===== src/design/tts_pkg.sv =====
// Shared types and constants for the timed task ring scheduler.
// No dependencies; every other design file but tts_ram refers to it by scoped names.
package tts_pkg;

    localparam int DEF_RING_DEPTH = 16;

    typedef enum logic [1:0] {
        OP_POLL = 2'd0,
        OP_TICK = 2'd1,
        OP_ADD  = 2'd2,
        OP_SET  = 2'd3
    } t_op;

    typedef enum logic [1:0] {
        ST_OK   = 2'd0,
        ST_FULL = 2'd1,
        ST_NONE = 2'd2,
        ST_JUMP = 2'd3
    } t_status;

    typedef struct packed {
        logic [31:0] due;
        logic [31:0] delay;
        logic [15:0] id;
        logic [7:0]  handle;
        logic        user;
    } t_entry;

    typedef enum logic [3:0] {
        CMD_NONE,
        CMD_ACCEPT,
        CMD_POLL,
        CMD_RD,
        CMD_RB_WR,
        CMD_ADD_FIN,
        CMD_ST1_WR,
        CMD_ST2_WR,
        CMD_KCLR,
        CMD_DONE
    } t_cmd;

    typedef enum logic [3:0] {
        S_IDLE,
        S_POLL,
        S_RB_RD,
        S_RB_WR,
        S_ADD_FIN,
        S_ST_RD,
        S_ST_WR,
        S_ST2_RD,
        S_ST2_WR
    } t_state;

    typedef struct packed {
        t_op  op;
        logic empty;
        logic add_wrap;
        logic jump_bad;
        logic k_end;
        logic k2_end;
        logic need2;
    } t_dp_stat;

endpackage


===== src/design/timed_task_ring_scheduler.sv =====
// Top level of the timed task ring scheduler: controller plus datapath.
// Depends on tts_pkg, tts_ctrl, tts_datapath (and tts_ram below it).
//
//  channel  | handshake               | payload
//  ---------+-------------------------+-----------------------------------------------
//  command  | i_start, o_busy         | i_operation, i_task_handle, i_is_user_task,
//           |                         | i_delay_ms, i_new_time_ms
//  result   | o_done (one-cycle)      | o_fired, o_fired_handle, o_fired_id,
//           |                         | o_fired_start_ms, o_fired_delay_ms, o_status
//  config   | i_cfg_we                | i_cfg_wdata (user tasks enabled)
//
// A command transfers when i_start is high and o_busy is low; its result
// appears as an o_done pulse, after the steps below.
// Tick, poll on an empty ring and rejected set time: done straight from the accept.
// Poll: done after one registered RAM read.
// Add: accept then finish, with a rebase pass over the RAM first when the due time wraps.
// Set time: a read/write pass over all entries, plus a second pass over the entries before
// entry k when a wrap at entry k forces a rebase; the one-read, one-write-port RAM sets this.
// Reset clears counter, pointers and id; entry RAM holds garbage until written.
// The receiver cannot stall: each result is valid for exactly its o_done cycle.
module timed_task_ring_scheduler #(
    parameter int RING_DEPTH = tts_pkg::DEF_RING_DEPTH
) (
    input  logic        i_clk,
    input  logic        i_rst_n,
    input  logic        i_start,
    output logic        o_busy,
    input  logic [1:0]  i_operation,
    input  logic [7:0]  i_task_handle,
    input  logic        i_is_user_task,
    input  logic [31:0] i_delay_ms,
    input  logic [31:0] i_new_time_ms,
    input  logic        i_cfg_we,
    input  logic        i_cfg_wdata,
    output logic        o_done,
    output logic        o_fired,
    output logic [7:0]  o_fired_handle,
    output logic [15:0] o_fired_id,
    output logic [31:0] o_fired_start_ms,
    output logic [31:0] o_fired_delay_ms,
    output logic [1:0]  o_status
);
    tts_pkg::t_cmd     cmd;
    tts_pkg::t_dp_stat stat;

    // sequence the ring passes
    tts_ctrl u_ctrl (
        .i_clk   (i_clk),
        .i_rst_n (i_rst_n),
        .i_start (i_start),
        .i_stat  (stat),
        .o_cmd   (cmd),
        .o_busy  (o_busy)
    );

    // hold time, ring and results
    tts_datapath #(.RING_DEPTH(RING_DEPTH)) u_dp (
        .i_clk            (i_clk),
        .i_rst_n          (i_rst_n),
        .i_cmd            (cmd),
        .o_stat           (stat),
        .i_cfg_we         (i_cfg_we),
        .i_cfg_wdata      (i_cfg_wdata),
        .i_operation      (i_operation),
        .i_task_handle    (i_task_handle),
        .i_is_user_task   (i_is_user_task),
        .i_delay_ms       (i_delay_ms),
        .i_new_time_ms    (i_new_time_ms),
        .o_done           (o_done),
        .o_fired          (o_fired),
        .o_fired_handle   (o_fired_handle),
        .o_fired_id       (o_fired_id),
        .o_fired_start_ms (o_fired_start_ms),
        .o_fired_delay_ms (o_fired_delay_ms),
        .o_status         (o_status)
    );
endmodule


===== src/design/tts_ram.sv =====
// Generic single write port, single read port RAM with registered read.
// No dependencies.
module tts_ram #(
    parameter int WIDTH = 8,
    parameter int DEPTH = 16
) (
    input  logic                     i_clk,
    input  logic                     i_we,
    input  logic [$clog2(DEPTH)-1:0] i_waddr,
    input  logic [WIDTH-1:0]         i_wdata,
    input  logic [$clog2(DEPTH)-1:0] i_raddr,
    output logic [WIDTH-1:0]         o_rdata
);
    logic [WIDTH-1:0] r_mem [DEPTH];
    logic [WIDTH-1:0] r_rdata;

    always_ff @(posedge i_clk) begin
        if (i_we) begin
            r_mem[i_waddr] <= i_wdata;
        end
        r_rdata <= r_mem[i_raddr];
    end

    assign o_rdata = r_rdata;
endmodule


===== src/design/tts_ctrl.sv =====
// Sequencer for the scheduler: walks the ring passes and issues datapath commands.
// Depends on tts_pkg.
module tts_ctrl (
    input  logic              i_clk,
    input  logic              i_rst_n,
    input  logic              i_start,
    input  tts_pkg::t_dp_stat i_stat,
    output tts_pkg::t_cmd     o_cmd,
    output logic              o_busy
);
    tts_pkg::t_state r_state, n_state;

    always_ff @(posedge i_clk) begin
        if (!i_rst_n) begin
            r_state <= tts_pkg::S_IDLE;
        end else begin
            r_state <= n_state;
        end
    end

    always_comb begin
        n_state = r_state;
        o_cmd   = tts_pkg::CMD_NONE;
        unique case (r_state)
            tts_pkg::S_IDLE: begin
                if (i_start) begin
                    o_cmd = tts_pkg::CMD_ACCEPT;
                    unique case (i_stat.op)
                        tts_pkg::OP_POLL: if (!i_stat.empty) n_state = tts_pkg::S_POLL;
                        tts_pkg::OP_TICK: n_state = tts_pkg::S_IDLE;
                        tts_pkg::OP_ADD:  n_state = i_stat.add_wrap ? tts_pkg::S_RB_RD
                                                                    : tts_pkg::S_ADD_FIN;
                        tts_pkg::OP_SET:  if (!i_stat.jump_bad) n_state = tts_pkg::S_ST_RD;
                        default:          n_state = tts_pkg::S_IDLE;
                    endcase
                end
            end
            tts_pkg::S_POLL: begin
                o_cmd   = tts_pkg::CMD_POLL;
                n_state = tts_pkg::S_IDLE;
            end
            tts_pkg::S_RB_RD: begin
                if (i_stat.k_end) begin
                    n_state = tts_pkg::S_ADD_FIN;
                end else begin
                    o_cmd   = tts_pkg::CMD_RD;
                    n_state = tts_pkg::S_RB_WR;
                end
            end
            tts_pkg::S_RB_WR: begin
                o_cmd   = tts_pkg::CMD_RB_WR;
                n_state = tts_pkg::S_RB_RD;
            end
            tts_pkg::S_ADD_FIN: begin
                o_cmd   = tts_pkg::CMD_ADD_FIN;
                n_state = tts_pkg::S_IDLE;
            end
            tts_pkg::S_ST_RD: begin
                if (!i_stat.k_end) begin
                    o_cmd   = tts_pkg::CMD_RD;
                    n_state = tts_pkg::S_ST_WR;
                end else if (i_stat.need2) begin
                    o_cmd   = tts_pkg::CMD_KCLR;
                    n_state = tts_pkg::S_ST2_RD;
                end else begin
                    o_cmd   = tts_pkg::CMD_DONE;
                    n_state = tts_pkg::S_IDLE;
                end
            end
            tts_pkg::S_ST_WR: begin
                o_cmd   = tts_pkg::CMD_ST1_WR;
                n_state = tts_pkg::S_ST_RD;
            end
            tts_pkg::S_ST2_RD: begin
                if (i_stat.k2_end) begin
                    o_cmd   = tts_pkg::CMD_DONE;
                    n_state = tts_pkg::S_IDLE;
                end else begin
                    o_cmd   = tts_pkg::CMD_RD;
                    n_state = tts_pkg::S_ST2_WR;
                end
            end
            tts_pkg::S_ST2_WR: begin
                o_cmd   = tts_pkg::CMD_ST2_WR;
                n_state = tts_pkg::S_ST2_RD;
            end
            default: n_state = tts_pkg::S_IDLE;
        endcase
    end

    assign o_busy = (r_state != tts_pkg::S_IDLE);
endmodule


===== src/design/tts_datapath.sv =====
// Datapath: counter, ring pointers, entry RAM and result registers.
// Depends on tts_pkg and tts_ram.
module tts_datapath #(
    parameter int RING_DEPTH = tts_pkg::DEF_RING_DEPTH
) (
    input  logic               i_clk,
    input  logic               i_rst_n,
    input  tts_pkg::t_cmd      i_cmd,
    output tts_pkg::t_dp_stat  o_stat,
    input  logic               i_cfg_we,
    input  logic               i_cfg_wdata,
    input  logic [1:0]         i_operation,
    input  logic [7:0]         i_task_handle,
    input  logic               i_is_user_task,
    input  logic [31:0]        i_delay_ms,
    input  logic [31:0]        i_new_time_ms,
    output logic               o_done,
    output logic               o_fired,
    output logic [7:0]         o_fired_handle,
    output logic [15:0]        o_fired_id,
    output logic [31:0]        o_fired_start_ms,
    output logic [31:0]        o_fired_delay_ms,
    output logic [1:0]         o_status
);
    localparam int AW = (RING_DEPTH > 1) ? $clog2(RING_DEPTH) : 1;
    localparam int CW = $clog2(RING_DEPTH + 1);
    localparam int SW = AW + 1;
    localparam int EW = $bits(tts_pkg::t_entry);

    logic          r_uen;
    logic [31:0]   r_tc, n_tc;
    logic [AW-1:0] r_head, n_head;
    logic [CW-1:0] r_count, n_count;
    logic [15:0]   r_next_id, n_next_id;
    logic [CW-1:0] r_k, n_k;
    logic [CW-1:0] r_k0, n_k0;
    logic          r_rebased, n_rebased;
    logic          r_wrap, n_wrap;
    logic          r_pos, n_pos;
    logic [31:0]   r_sub, n_sub;
    logic [31:0]   r_off, n_off;
    logic [31:0]   r_due_new, n_due_new;
    logic [15:0]   r_id_new, n_id_new;
    logic [7:0]    r_handle, n_handle;
    logic          r_user, n_user;
    logic [31:0]   r_delay, n_delay;

    logic          r_done, n_done;
    logic          r_fired, n_fired;
    tts_pkg::t_entry r_res, n_res;
    tts_pkg::t_status r_status, n_status;

    logic          we;
    logic [AW-1:0] waddr, raddr;
    tts_pkg::t_entry wdata, rdata;
    logic [EW-1:0] rdata_bits;

    function automatic logic [AW-1:0] slot(input logic [AW-1:0] h, input logic [CW-1:0] k);
        logic [SW-1:0] s;
        s = SW'(h) + SW'(k);
        if (s >= SW'(RING_DEPTH)) s = s - SW'(RING_DEPTH);
        return s[AW-1:0];
    endfunction

    tts_ram #(.WIDTH(EW), .DEPTH(RING_DEPTH)) u_ram (
        .i_clk   (i_clk),
        .i_we    (we),
        .i_waddr (waddr),
        .i_wdata (wdata),
        .i_raddr (raddr),
        .o_rdata (rdata_bits)
    );
    assign rdata = tts_pkg::t_entry'(rdata_bits);

    // accept-time decode
    logic [32:0] add_sum, set_diff;
    logic        full;
    assign add_sum  = {1'b0, r_tc} + {1'b0, i_delay_ms};
    assign set_diff = {1'b0, i_new_time_ms} - {1'b0, r_tc};
    assign full     = (r_count == CW'(RING_DEPTH));

    assign o_stat.op       = tts_pkg::t_op'(i_operation);
    assign o_stat.empty    = (r_count == '0);
    assign o_stat.add_wrap = add_sum[32];
    assign o_stat.jump_bad = (set_diff[32] != set_diff[31]);
    assign o_stat.k_end    = (r_k == r_count);
    assign o_stat.k2_end   = (r_k == r_k0);
    assign o_stat.need2    = r_rebased && (r_k0 != '0);

    // pass arithmetic on the entry just read
    logic [31:0] clamp_v, ttr;
    assign clamp_v = (rdata.due < r_sub) ? 32'd0 : rdata.due - r_sub;
    assign ttr     = rdata.due + r_off;

    assign raddr = (i_cmd == tts_pkg::CMD_ACCEPT) ? r_head : slot(r_head, r_k);

    logic allowed, due_ok;
    assign allowed = !rdata.user || r_uen;
    assign due_ok  = (rdata.due <= r_tc);

    always_comb begin
        n_tc = r_tc;  n_head = r_head;  n_count = r_count;  n_next_id = r_next_id;
        n_k = r_k;  n_k0 = r_k0;  n_rebased = r_rebased;  n_wrap = r_wrap;  n_pos = r_pos;
        n_sub = r_sub;  n_off = r_off;  n_due_new = r_due_new;  n_id_new = r_id_new;
        n_handle = r_handle;  n_user = r_user;  n_delay = r_delay;
        n_done = 1'b0;  n_fired = 1'b0;  n_res = '0;  n_status = tts_pkg::ST_OK;
        we = 1'b0;  waddr = slot(r_head, r_k);  wdata = rdata;
        unique case (i_cmd)
            tts_pkg::CMD_ACCEPT: begin
                unique case (tts_pkg::t_op'(i_operation))
                    tts_pkg::OP_POLL: begin
                        // nonempty: result comes after the RAM read
                        if (r_count == '0) begin
                            n_done   = 1'b1;
                            n_status = tts_pkg::ST_NONE;
                        end
                    end
                    tts_pkg::OP_TICK: begin
                        n_tc   = r_tc + 32'd1;
                        n_done = 1'b1;
                    end
                    tts_pkg::OP_ADD: begin
                        n_id_new  = r_next_id;
                        n_next_id = r_next_id + 16'd1;
                        n_wrap    = add_sum[32];
                        n_due_new = add_sum[32] ? i_delay_ms : add_sum[31:0];
                        n_sub     = r_tc;
                        n_k       = '0;
                        n_handle  = i_task_handle;
                        n_user    = i_is_user_task;
                        n_delay   = i_delay_ms;
                    end
                    tts_pkg::OP_SET: begin
                        if (set_diff[32] != set_diff[31]) begin
                            n_done   = 1'b1;
                            n_status = tts_pkg::ST_JUMP;
                        end else begin
                            n_tc      = i_new_time_ms;
                            n_sub     = i_new_time_ms;
                            n_off     = set_diff[31:0];
                            n_pos     = !set_diff[32] && (set_diff[31:0] != 32'd0);
                            n_k       = '0;
                            n_rebased = 1'b0;
                        end
                    end
                    default: ;
                endcase
            end
            tts_pkg::CMD_POLL: begin
                n_done = 1'b1;
                n_head = (r_head == AW'(RING_DEPTH - 1)) ? '0 : r_head + AW'(1);
                if (due_ok && allowed) begin
                    n_fired = 1'b1;
                    n_res   = rdata;
                    n_count = r_count - CW'(1);
                end else begin
                    // rotate front to back
                    n_status = tts_pkg::ST_NONE;
                    waddr    = slot(r_head, r_count);
                    we       = (waddr != r_head);
                end
            end
            tts_pkg::CMD_RB_WR: begin
                we        = 1'b1;
                wdata.due = clamp_v;
                n_k       = r_k + CW'(1);
            end
            tts_pkg::CMD_ADD_FIN: begin
                n_done = 1'b1;
                if (r_wrap) n_tc = 32'd0;
                if (full) begin
                    n_status = tts_pkg::ST_FULL;
                end else begin
                    we           = 1'b1;
                    waddr        = slot(r_head, r_count);
                    wdata.due    = r_due_new;
                    wdata.delay  = r_delay;
                    wdata.id     = r_id_new;
                    wdata.handle = r_handle;
                    wdata.user   = r_user;
                    n_count      = r_count + CW'(1);
                end
            end
            tts_pkg::CMD_ST1_WR: begin
                we  = 1'b1;
                n_k = r_k + CW'(1);
                if (r_rebased) begin
                    wdata.due = clamp_v + r_off;
                end else if (r_pos && (ttr < r_sub)) begin
                    // first wrap: rebase; earlier entries get fixed in a second pass
                    wdata.due = clamp_v + r_off;
                    n_rebased = 1'b1;
                    n_k0      = r_k;
                    n_tc      = 32'd0;
                end else begin
                    wdata.due = ttr;
                end
            end
            tts_pkg::CMD_ST2_WR: begin
                we        = 1'b1;
                wdata.due = clamp_v;
                n_k       = r_k + CW'(1);
            end
            tts_pkg::CMD_KCLR: n_k = '0;
            tts_pkg::CMD_DONE: n_done = 1'b1;
            tts_pkg::CMD_RD, tts_pkg::CMD_NONE: ;
            default: ;
        endcase
    end

    always_ff @(posedge i_clk) begin
        if (!i_rst_n) begin
            r_uen     <= 1'b1;
            r_tc      <= '0;
            r_head    <= '0;
            r_count   <= '0;
            r_next_id <= '0;
            r_done    <= 1'b0;
            r_k       <= '0;
            r_rebased <= 1'b0;
        end else begin
            if (i_cfg_we) r_uen <= i_cfg_wdata;
            r_tc      <= n_tc;
            r_head    <= n_head;
            r_count   <= n_count;
            r_next_id <= n_next_id;
            r_done    <= n_done;
            r_k       <= n_k;
            r_rebased <= n_rebased;
        end
    end

    always_ff @(posedge i_clk) begin
        r_k0 <= n_k0;  r_wrap <= n_wrap;  r_pos <= n_pos;  r_sub <= n_sub;  r_off <= n_off;
        r_due_new <= n_due_new;  r_id_new <= n_id_new;  r_handle <= n_handle;
        r_user <= n_user;  r_delay <= n_delay;
        r_fired <= n_fired;  r_res <= n_res;  r_status <= n_status;
    end

    assign o_done           = r_done;
    assign o_fired          = r_fired;
    assign o_fired_handle   = r_res.handle;
    assign o_fired_id       = r_res.id;
    assign o_fired_start_ms = r_res.due;
    assign o_fired_delay_ms = r_res.delay;
    assign o_status         = r_status;
endmodule

===== config.mk =====
export PLATFORM = sky130hd
export DESIGN_NAME = timed_task_ring_scheduler
export DESIGN_NICKNAME = d
export VERILOG_FILES = /design/src/design/tts_pkg.sv /design/src/design/timed_task_ring_scheduler.sv /design/src/design/tts_ram.sv /design/src/design/tts_ctrl.sv /design/src/design/tts_datapath.sv
export SDC_FILE = /design/constraint.sdc
export NUM_CORES = 2
export LEC_CHECK = 0
export BUFFER_PORTS_ARGS = -buffer_cell sky130_fd_sc_hd__buf_2
export CAP_MARGIN = 10
export CORE_AREA = 2 2 391 393
export DETAILED_ROUTE_END_ITERATION = 7
export DIE_AREA = 0 0 393 395
export GPL_TIMING_DRIVEN = 0
export HOLD_SLACK_MARGIN = 0.1
export PLACE_DENSITY = 0.71
export SKIP_CTS_REPAIR_TIMING = 1
export SLEW_MARGIN = 20
export SYNTH_ARGS = -nofsm -noshare
export SYNTH_HDL_FRONTEND = slang
export SYNTH_SLANG_ARGS = --single-unit

===== constraint.sdc =====
create_clock -name i_clk -period 13.5 [get_ports i_clk]
set_clock_uncertainty 0.2 [all_clocks]
set_input_delay 2.7 -clock i_clk [delete_from_list [all_inputs] [get_ports i_clk]]
set_output_delay 2.7 -clock i_clk [all_outputs]
set_load 0.005 [all_outputs]

=== Yosys cells after proc, flatten, opt, wreduce, memory -nomap -nowiden ===
Memory sizes are Yosys's and may differ from the RTL's. A register that Yosys moved wholly into a read port is not among the register bits.
Cells that the tools add are included.

* Eq/ne operators: 39
* Reductions and logical operators: 31
* Bitwise logic cells: 2
* Add/subtract/negate cells: 15
* Multiplexer cells: 66
* Magnitude comparators: 5

{| class="wikitable"
|+ Operators with widths
! cell !! count
|-
| $mux W32 || 8
|-
| $pmux W32 S3 || 2
|-
| $pmux W32 S2 || 2
|-
| $mux W89 || 1
|-
| $add A32 B32 Y32 || 2
|-
| $lt A32 B32 Y1 || 2
|-
| $mux W4 || 15
|-
| $mux W57 || 1
|-
| $pmux W4 S9 || 1
|-
| $add A32 B32 Y33 || 1
|-
| $sub A32 B32 Y33 || 1
|-
| $add A32 B1 Y32 const B || 1
|-
| $eq A4 B3 Y1 const B || 8
|-
| $le A32 B32 Y1 || 1
|-
| $reduce_bool A32 Y1 || 1
|-
| $sub A32 B32 Y32 || 1
|-
| $pmux W4 S7 || 1
|-
| $reduce_and A3 Y1 || 7
|-
| $pmux W5 S2 || 2
|-
| $add A16 B1 Y16 const B || 1
|-
| $eq A4 B4 Y1 const B || 4
|-
| $pmux W4 S4 || 1
|-
| $mux W5 || 3
|-
| $ne A3 B3 Y1 const B || 5
|-
| 40 further kinds || 86
|}

* Bits of input ports: 80
* Register bits: 320
* Output and inout port bits: 93
* Bits in writable memories: 1424
* Logic and storage cells: 184
* Memories: 1

{| class="wikitable"
|+ Memory list
! memory !! words !! width !! read ports !! clocked after memory_dff !! write ports !! RTL line !! text
|-
| u_dp.u_ram.r_mem || 16 || 89 || 1 || 1 || 1 || tts_ram.sv:14 || <nowiki>logic [WIDTH-1:0] r_mem [DEPTH];</nowiki>
|}

=== Logic depth before layout (Yosys ltp) ===
* Depth after elaboration: 12
* Depth in mapped cells: 30
* Mapped depth without buffers: 28

=== Cells and area by module ===
Synthesis repeated with hierarchy kept, for this count alone.

* Cell total of the unflattened synthesis: 5017
* Area, all modules: 79354.9 um^2

{| class="wikitable"
|+ By module, submodules not included
! module !! cells an instance !! sequential area each (um^2) !! instances !! area each (um^2)
|-
| tts_ram || 2282 || 44542.7 || 1 || 55030.3
|-
| tts_datapath || 2663 || 7927.6 || 1 || 23777.8
|-
| tts_ctrl || 72 || 80.1 || 1 || 546.8
|}

=== Worst setup path before layout ===
OpenSTA, ideal clock, no wires.

* Path type: register to register
* Start: register u_dp.r_tc[1]
* End: memory u_dp.u_ram.r_mem[1][0] (netlist bit), enable pin
* Data arrival time: 9.740 ns
* Data required time: 12.654 ns
* Setup time: 0.646 ns
* Period minus slack after synthesis: 10.586 ns
* Path slack: 2.914 ns
* Cell stages (with the launch flop): 16
* Buffers on the path: 0
* Path through: dfxtp_1 inv_1 ha_1 nor2b_1 o21a_1 o21a_1 o21a_1 o21a_1 o21a_1 o21a_1 o21a_1 a2111o_1 a31o_2 o21ai_1 mux2_2 nor3_1

* Cells in the longest elaborated chain, start to end: 6
* Elaborated cells on any way between the ends: 8
* Those cells by class: 1 x order compare; 6 x mux; 1 x reduce/logical

{| class="wikitable"
|+ Ends and longest elaborated chain
! element !! RTL line !! text
|-
| start, declared || tts_datapath.sv:31 || <nowiki>logic [31:0] r_tc, n_tc;</nowiki>
|-
| start signal, assigned || tts_datapath.sv:223 || <nowiki>r_tc <= n_tc;</nowiki>
|-
| $le A32 B32 Y1 (*) || tts_datapath.sv:99 || <nowiki>assign due_ok = (rdata.due <= r_tc);</nowiki>
|-
| $logic_and A1 B1 Y1 (*) || tts_datapath.sv:152 || <nowiki>if (due_ok && allowed) begin</nowiki>
|-
| $mux W1 || tts_datapath.sv:152 ||
|-
| $pmux W1 S3 || tts_datapath.sv:108 || <nowiki>unique case (i_cmd)</nowiki>
|-
| $mux W1 || tts_ram.sv:18 || <nowiki>if (i_we) begin</nowiki>
|-
| $mux W1 (implied by the code) || tts_ram.sv:19 || <nowiki>r_mem[i_waddr] <= i_wdata;</nowiki>
|-
| end, declared || tts_ram.sv:14 ||
|}

Mark *: on every way between the ends. The rest lies on a longest branch, timed or not.

=== Worst setup path in the final report ===
* Start: register u_dp.u_ram.r_rdata[57], in the netlist u_dp.u_ram.o_rdata[57], read port of u_dp.u_ram.r_mem
* End: memory u_dp.u_ram.r_mem[3][85] (netlist bit), data pin

* Cells in the longest elaborated chain, start to end: 6
* Elaborated cells on any way between the ends: 10
* Those cells by class: 3 x add/sub; 2 x order compare; 4 x mux; 1 x reduce/logical

{| class="wikitable"
|+ Ends and longest elaborated chain
! element !! RTL line !! text
|-
| start, declared || tts_ram.sv:15 || <nowiki>logic [WIDTH-1:0] r_rdata;</nowiki>
|-
| $sub A32 B32 Y32, or another cell as far along || tts_datapath.sv:92 || <nowiki>assign clamp_v = (rdata.due < r_sub) ? 32'd0 : rdata.due - r_sub;</nowiki>
|-
| $mux W32 or $lt A32 B32 Y1 (tied branches) || tts_datapath.sv:92, tts_datapath.sv:189 ||
|-
| $add A32 B32 Y32 or $logic_and A1 B1 Y1 (tied branches) || tts_datapath.sv:188, tts_datapath.sv:191, tts_datapath.sv:189 ||
|-
| $mux W32 || tts_datapath.sv:189 || <nowiki>end else if (r_pos && (ttr < r_sub)) begin</nowiki>
|-
| $mux W32 || tts_datapath.sv:187 || <nowiki>if (r_rebased) begin</nowiki>
|-
| $pmux W32 S3 (*) || tts_datapath.sv:108 ||
|-
| net u_dp.u_ram.i_wdata[85] || tts_ram.sv:10 || <nowiki>input logic [WIDTH-1:0] i_wdata,</nowiki>
|}

The timed path passes the listed nets; every way through them passes the cells marked *.

==> summary.txt <==
synthesized instance count - 5,279
initial antenna violation count - 14
Area contributors post-synth - edfxtp_1, mux4_2, dfxtp_1, ha_1, a21oi_1
DR iter-0 viols - 7,034
grt met2 use - 0.499
Netlist cell types - 93
number of CTS-inserted buffers - 182
Worst-Skew Late Latency - 0.84 ns
IO Count - 173
grt total ovfl - 0
GR Util met3 - 0.0784
number of synthesized flops with an enable pin - 1,584
CP max stage delay - 0.85 ns
Worst Hold Depth - 0
via count - 52.5k
hpwl dp - 185,000 µm
core region area - 151,000 µm²
FF+latch count, synth - 1,833
final wirelength - 255,000 µm
commonest non-fill, non-tap cell in the layout - edfxtp_1
CP Buf/Inv Count - 5
CTS root buf - clkbuf_16
global-route wire length before repair - 361,000 µm
largest net degree at the start of global routing - 46
synthesized cell area - 80,900 µm²
Die Area - 155,000 µm²
Chip Width - 393 µm
fmax - 91.2 MHz
CP dominant cell by count - a31oi_1
MaxCap Viol Count - 0
clock sink count - 1,833
Worst-path clk slew - 0.07 ns
Post-synth top flop - edfxtp_1
synthesized area per cell - 15.3 µm²
Arr. time, crit path - 11.28 ns
DRC - 0
FP Rows - 143
GPL Wtd Cong - 1.01
most frequent cells in the layout - edfxtp_1, mux4_2, a21oi_1
Critical Path Sink Type - flop
Sequential Area - 52,600 µm²
slew margin rel. - 0.171
met1 Use GR - 0.459
CTS tree - done
placed inst area - 86,900 µm²
vias in the first global route - 50.6k
WS Path Type - flop to flop
share of the synthesized area in the top cell type - 0.588
Tmin final - 10.97 ns
setup violators final - 0
Peak supply drop - 0.123 mV
via/cell ratio - 6.49
largest fanout on the critical path - 16
Max Buffers Root-to-Sink - 3
area leader, netlist - edfxtp_1
FFs w/ async S/R, synth - 0
WL/cell - 31.6 µm
Fin. Hold Viols - 0
Initial Util - 0.535
share of layout cells above drive strength 1 - 0.207
Syn Nets - 5,591
outcome - completed
CTS H-tree depth - 4
fin. max-slew vios - 0
WP depth - 28
Fillers - 11.1k
Seq/Total Area, Yosys - 0.649
Top Family by Delay on Critical Path - compound AO/OA/AOI/OAI gates
slowest stage cell, crit path - buf_1
multi-input logic area - 27,100 µm²
Total GRT Usage - 0.328
post-route ant nets - 0
crit share post-route - 0.812
Finished Cell Area - 93,000 µm²
Pwr Density - 163 nW/µm²
RSZ-0062 raised after global routing - false
actual slew at the worst max-slew pin - 1.24 ns
Area Overhead vs Synth - 14.9%
most used routing layer in global routing - met2
Worst R2R Path Depth - 28
drt first pass iters - 7
DIE HEIGHT - 395 µm
Syn. warnings - 0
Hold WC Path Type - flop to flop
hold_ws - 0.266 ns
Leakage Power - 33.1 nW
number of port buffers - 171
Nets - 6,207
CP startpoint kind - flop
Worst Path Required - 13.81 ns
registers in the layout, summed over array words and instances, names as in the netlist, 2 cells and up:
signal,flops
u_dp.r_sub,32
u_dp.r_due_new,32
u_dp.r_next_id,16
u_dp.r_id_new,16
u_dp.r_k,5
u_dp.r_head,4
u_dp.r_tc,32
u_dp.r_count,5
u_dp.r_delay,32
u_dp.u_ram.r_mem,1424
u_dp.o_fired_delay_ms,32
u_dp.o_fired_start_ms,32
u_dp.r_k0,5
u_dp.r_handle,8
u_dp.o_fired_id,16
u_dp.r_off,32
u_ctrl.r_state,4
u_dp.u_ram.o_rdata,89
u_dp.o_status,2
u_dp.o_fired_handle,8
cells in the mapped netlist (all sizes together) (34+ instances only):
cell type and instances:
dfxtp 249, mux2 61, xnor2 137, o21a 40
mux2i 136, nand2 219, buf 56, nor2 193
and3 118, mux4 356, nor2b 121, o21ai 230
edfxtp 1584, xor2 45, clkbuf 195, a21o 112
a21oi 278, nor3 66, and2 39, nand4 35
a211oi 111, o211ai 34, nand3 94, inv 145
ha 224, a31oi 35
where the power goes:
group	internal (mW)	leakage, nW	switching (mW)
clock network	2.87	2.96	2.24
registers	6.62	16.3	0.182
logic	1.13	13.8	2.11
total	10.6	33.1	4.53
worst register-to-register path, delay by kind of cell (launching register included):
| family | cells | cell delay (ns) |
|---|---|---|
| AND/OR/NAND/NOR | 7 | 2.38 |
| AO/OA/AOI/OAI | 10 | 3.01 |
| flip-flops | 1 | 0.40 |
| adder cells (fa/ha/maj) | 6 | 1.95 |
| buffers and inverters | 5 | 2.71 |
cells by family after synthesis:
group | share of synthesized area
flops | 0.649
simple gates | 0.0642
mux | 0.124
fa+ha+maj | 0.0388
buf+inv | 0.0186
xor+xnor | 0.0203
compound gates | 0.0845
per-stage QoR:
| step | TNS [ns] | util | setup WS, ns | power, mW | instances |
|---|---|---|---|---|---|
| 5_1_grt | 0 | 0.615 | 2.39 | 15.6 | 8081 |
| 2_1_floorplan | 0 | - | 2.91 | 8.89 | 5279 |
| 3_3_place_gp | -7889.47 | 0.558 | -6.86 | 9.99 | 7480 |
| 6_report | 0 | 0.615 | 2.53 | 15.2 | 8090 |
| 4_1_cts | 0 | 0.615 | 2.74 | 15.1 | 8081 |
| 3_5_place_dp | 0 | 0.575 | 2.83 | 10.1 | 7741 |
final cells by class:
class	instances	area share
Buffer	251	0.0108
Antenna cell	9	0.000242
Multi-Input combinational cell	3050	0.292
Sequential cell	1833	0.565
Inverter	145	0.00585
Clock inverter	91	0.0103
Clock buffer	249	0.0549
Tap cell	2030	0.0273
Timing Repair Buffer	432	0.0336
final timing paths:
check                         start  slack (ns)                 endpoint
min                     u_dp.r_k[3]        0.27             u_dp.r_k0[3]
min reg2reg             u_dp.r_k[3]        0.27             u_dp.r_k0[3]
max reg2reg  u_dp.u_ram.o_rdata[57]        2.53  u_dp.u_ram.r_mem[3][85]
max          u_dp.u_ram.o_rdata[57]        2.53  u_dp.u_ram.r_mem[3][85]
per-layer routing:
| metal | part of all wire | up-vias |
|---|---|---|
| met1 | 0.39 | 26500 |
| met4 | 0.041 | 12 |
| met5 | 0.00029 | - |
| met2 | 0.46 | 3300 |
| li1 | - | 22100 |
| met3 | 0.11 | 535 |
Note: power is estimated with default switching activity, not from simulation.
